$ cat src/rtl/arp_rc_pkg.sv
// Shared types and constants for the ARP receive and cache block.
// Used by every module in rtl/ but arp_rc_ram; depends on nothing else.
`default_nettype none

package arp_rc_pkg;

  localparam int ENTRIES = 256;
  localparam int AW      = (ENTRIES > 1) ? $clog2(ENTRIES) : 1;

  localparam logic [15:0] HW_ETHERNET = 16'h0001;
  localparam logic [15:0] PROTO_IPV4  = 16'h0800;
  localparam logic [15:0] OPC_REQUEST = 16'h0001;
  localparam logic [15:0] OPC_REPLY   = 16'h0002;

  localparam logic OP_PACKET = 1'b0;
  localparam logic OP_LOOKUP = 1'b1;

  typedef enum logic [2:0] {
    ST_ANSWERED = 3'd0,
    ST_LEARNED  = 3'd1,
    ST_OTHER    = 3'd2,
    ST_DROPPED  = 3'd3,
    ST_NOT_US   = 3'd4,
    ST_HIT      = 3'd5,
    ST_MISS     = 3'd6
  } status_t;

  typedef enum logic [1:0] {
    ENG_IDLE,
    ENG_SCAN,
    ENG_LAST,
    ENG_COMMIT
  } eng_state_t;

  typedef struct packed {
    logic [31:0] local_ip;
    logic [47:0] local_mac;
  } cfg_t;

  typedef struct packed {
    logic [31:0] ip;
    logic [47:0] mac;
  } entry_t;

  typedef struct packed {
    logic        op;
    logic [15:0] hw_type;
    logic [15:0] proto_type;
    logic [15:0] arp_opcode;
    logic [47:0] sender_mac;
    logic [31:0] sender_ip;
    logic [31:0] target_ip;
  } item_t;

  typedef struct packed {
    logic [2:0]  status;
    logic        merged;
    logic        table_full;
    logic        send_reply;
    logic [47:0] reply_dst_mac;
    logic [31:0] reply_dst_ip;
    logic [47:0] found_mac;
  } result_t;

endpackage

`default_nettype wire

$ cat src/rtl/arp_rc_cfg.sv
// APB-style register file holding the local IP and MAC addresses.
// Depends on arp_rc_pkg for cfg_t.
`default_nettype none

module arp_rc_cfg (
  input  wire logic               clk,
  input  wire logic               rst_n,
  input  wire logic               psel,
  input  wire logic               penable,
  input  wire logic               pwrite,
  input  wire logic [3:0]         paddr,
  input  wire logic [63:0]        pwdata,
  output logic      [63:0]        prdata,
  output logic                    pready,
  output arp_rc_pkg::cfg_t        cfg
);

  logic [31:0] local_ip_r;
  logic [47:0] local_mac_r;
  logic        wr_en;

  assign pready = 1'b1;
  assign wr_en  = psel & penable & pwrite & pready;

  // Each register occupies an 8-byte slot; bit 3 selects the register.
  always_ff @(posedge clk) begin
    if (!rst_n) begin
      local_ip_r  <= '0;
      local_mac_r <= '0;
    end else if (wr_en) begin
      if (paddr[3]) begin
        local_mac_r <= pwdata[47:0];
      end else begin
        local_ip_r <= pwdata[31:0];
      end
    end
  end

  always_comb begin
    if (paddr[3]) begin
      prdata = {16'h0000, local_mac_r};
    end else begin
      prdata = {32'h0000_0000, local_ip_r};
    end
  end

  assign cfg.local_ip  = local_ip_r;
  assign cfg.local_mac = local_mac_r;

endmodule

`default_nettype wire

$ cat config.mk
export PLATFORM = sky130hd
export DESIGN_NAME = arp_rc_cfg
export DESIGN_NICKNAME = d
export VERILOG_FILES = /design/src/rtl/arp_rc_pkg.sv /design/src/rtl/arp_rc_cfg.sv
export SDC_FILE = /design/constraint.sdc
export NUM_CORES = 1
export LEC_CHECK = 0
export ABC_AREA = 1
export BUFFER_PORTS_ARGS = -buffer_cell sky130_fd_sc_hd__buf_2
export CELL_PAD_IN_SITES_DETAIL_PLACEMENT = 0
export CELL_PAD_IN_SITES_GLOBAL_PLACEMENT = 2
export CORE_MARGIN = 2
export CORE_UTILIZATION = 22
export CTS_BUF_LIST = sky130_fd_sc_hd__clkbuf_4 sky130_fd_sc_hd__clkbuf_8
export DETAILED_ROUTE_END_ITERATION = 10
export PLACE_DENSITY = 0.79
export SETUP_SLACK_MARGIN = 0.02
export SLEW_MARGIN = 20
export SYNTH_ARGS = -nofsm -noshare
export SYNTH_HDL_FRONTEND = slang
export SYNTH_SLANG_ARGS = --single-unit
export TNS_END_PERCENT = 1
$ cat constraint.sdc
create_clock -name clk -period 0.9 [get_ports clk]
set_input_delay 0.045 -clock clk [delete_from_list [all_inputs] [get_ports clk]]
set_output_delay 0.045 -clock clk [all_outputs]
set_load 0.05 [all_outputs]
==> flow_metrics.py <==
metrics = {
    "cts": {
        "path_clk_slew_ns": 0.08,
        "cts_inserted_buffers": 9,
        "cts.sinks": 80,
        "cts_tree": "built",
        "cts_buffer_depth": 2,
        "clkLatencyLatePin_ns": 0.36,
        "cts-root-buf": "clkbuf_8",
        "htree_levels": 3,
    },
    "synthesis": {
        "synthAdderAreaFrac": 0,
        "synth.area.mux_share": 0,
        "seq_area_frac_synth": 0.396,
        "synth_top_family_by_area": "simple AND/OR/NAND/NOR gates",
        "yosysTopAreaCell": "dfxtp_1",
        "synthCells": 645,
        "yosysWarnings": 0,
        "syn_area_per_cell_sq_um": 6.28,
        "yosysTopAreaCellShare": 0.396,
        "synth-xor-area-share": 0,
        "synth_compound_gate_area_share": 0,
        "ys_ff_latch": 80,
        "synth-simple-area-share": 0.436,
        "synth_area_leaders": "dfxtp_1, nand2_1, nor2_1, nand3_1, inv_1",
        "synth_cell_types": 15,
        "netlist_area_sq_mm": 0.00405,
    },
    "routing": {
        "drtPass1Iterations": 4,
        "top_layer": "met4",
        "vias": 4477,
        "wirelength_microns": 13800,
        "avgViaCountPerCell": 4.04,
        "wl_met3_microns": 572,
        "route.met2.wl_microns": 6920,
        "wl_met1_microns": 6090,
        "drt_iter0_markers": 167,
        "wl_per_cell_microns": 12.5,
        "ant_nets": 0,
        "drc_errors": 0,
    },
    "floorplanning": {
        "die_w_microns": 140,
        "core_area_sq_mm": 0.0180,
        "die_y_microns": 140,
        "start_util": 0.225,
        "pin_count": 218,
        "rows": 49,
        "dieArea_sq_mm": 0.0195,
    },
    "layout": {
        "drive_gt1_frac": 0.415,
        "nFillCells": 1899,
        "diodes": 0,
        "mostFrequentLayoutCells": "nor2_1, nand2_1, nand3_1",
        "nets": 947,
        "area_growth_pct": 78.4,
        "final_cells": 1107,
        "final_util": 0.401,
        "layout_commonest_cell": "nor2_1",
    },
    "critical_path": {
        "worstSetupPathType": "flop to output pin",
        "worst-path-max-fanout": 3,
        "required_ns": 0.85,
        "end_kind": "output pin",
        "worst_ep_arrival_time_ns": 1.03,
        "rrSetupSlack_ns": 0.23,
        "start_kind": "flop",
    },
    "placement": {
        "dp_hpwl_microns": 9430,
        "dp_worst_setup_slack_ns": -0.107,
        "placed_cells": 1036,
        "gp_congestion": 0.711,
        "port_buffers": 181,
    },
    "power_and_ir_drop": {
        "powerDensity_mw_per_mm2": 1200,
        "ir_drop_v": 0.000545,
        "power_leakage_uw": 0.00357,
    },
    "timing": {
        "setup_violations": 128,
        "rsz0062_at_grt": "yes",
        "finalCriticalPeriod_ns": 1.07,
        "fin_tns_setup_ns": -10.33,
        "final_hold_viol_count": 0,
        "maxSlewViolCount": 0,
        "period_share": 1.19,
        "worst_slack_ns": -0.175,
        "skew_ns": 0,
        "max_clock_freq_mhz": 930,
    },
    "run": {
        "drv_cap": 0,
    },
    "hold_path": {
        "min_path_type": "input pin to flop",
    },
    "status": {
        "violations": "setup timing",
        "status": "finished, violations left",
    },
    "grt": {
        "grt_usage": 0.140,
        "antenna_found_initial": 0,
        "grt-ovfl-total": 0,
        "grt_pass1_wl_microns": 22100,
        "grt_pass1_vias": 4233,
        "grt_max_degree": 35,
    },
}
-- critical path: stages, from the launching register on --
cell and delay [ns]:
dfxtp_2 0.38, nand2_2 0.08, nand2_2 0.07, buf_8 0.14
-- worst paths after layout --
kind	from	to	cells past startpoint
worst min register to register	local_mac_r[17]	local_mac_r[17]	2
worst max register to register	local_mac_r[31]	local_mac_r[31]	3
worst min-delay path	pwdata[22]	local_ip_r[22]	5
worst max-delay path	local_ip_r[2]	prdata[2]	3
-- power breakdown --
| group | switching [uW] | internal, uW |
|---|---|---|
| combinational | 1530 | 993 |
| sequential | 133 | 3650 |
| clock | 1330 | 1040 |
-- synth_stat cells (all sizes together) --
cell	instances
conb	2
buf	51
nor2	163
nand3	81
clkbuf	9
dfxtp	80
inv	66
nand2	193
-- what timing repair did --
item | CTS | global route
cloned | 0 | 0
resized for setup | 291 | 48
hold buffers | 44 | 0
setup endpoints to repair | 128 | 128
buffers inserted | 0 | 12
hold endpoints to repair | 64 | 0
pin swaps | 6 | 6
-- state kept, by name, summed over array words and instances, names as in the netlist --
register     cells
local_ip_r      32
local_mac_r     48
-- logic make-up (layout without fill, tap and decap cells) --
| logic type | Yosys count | count (layout) |
|---|---|---|
| flip-flops | 80 | 80 |
| buffers and inverters | 126 | 344 |
| AND/OR/NAND/NOR | 437 | 437 |
| other | 2 | 17 |
-- per-stage QoR --
step                      power [uW]  cell area [sq um]  hold slack, ns
after CTS                       8820               7000         0.00106
after global routing            9140               7220          0.0351
final                           8660               7220          0.0191
after floorplan                 5370               4280           0.258
after global placement          5890               5470           0.361
after detailed placement        5890               5470           0.363
-- layer usage --
layer  global-route usage  vias to the layer above
met5                    0                        -
met4               0.0537                        0
met3               0.0248                       11
met2                0.240                      109
met1                0.176                     2012
li1                     -                     2345
-- final cells by class --
type	count	area, sq um	share of cell area
repair buffers	263	2840	0.394
multi-input cells	454	1940	0.268
flip-flops and latches	80	1750	0.242
well taps	229	287	0.0397
inverters	66	248	0.0343
clock buffers	11	139	0.0192
clock inverters	4	22.5	0.00312
Note: power is estimated with default switching activity, not from simulation.
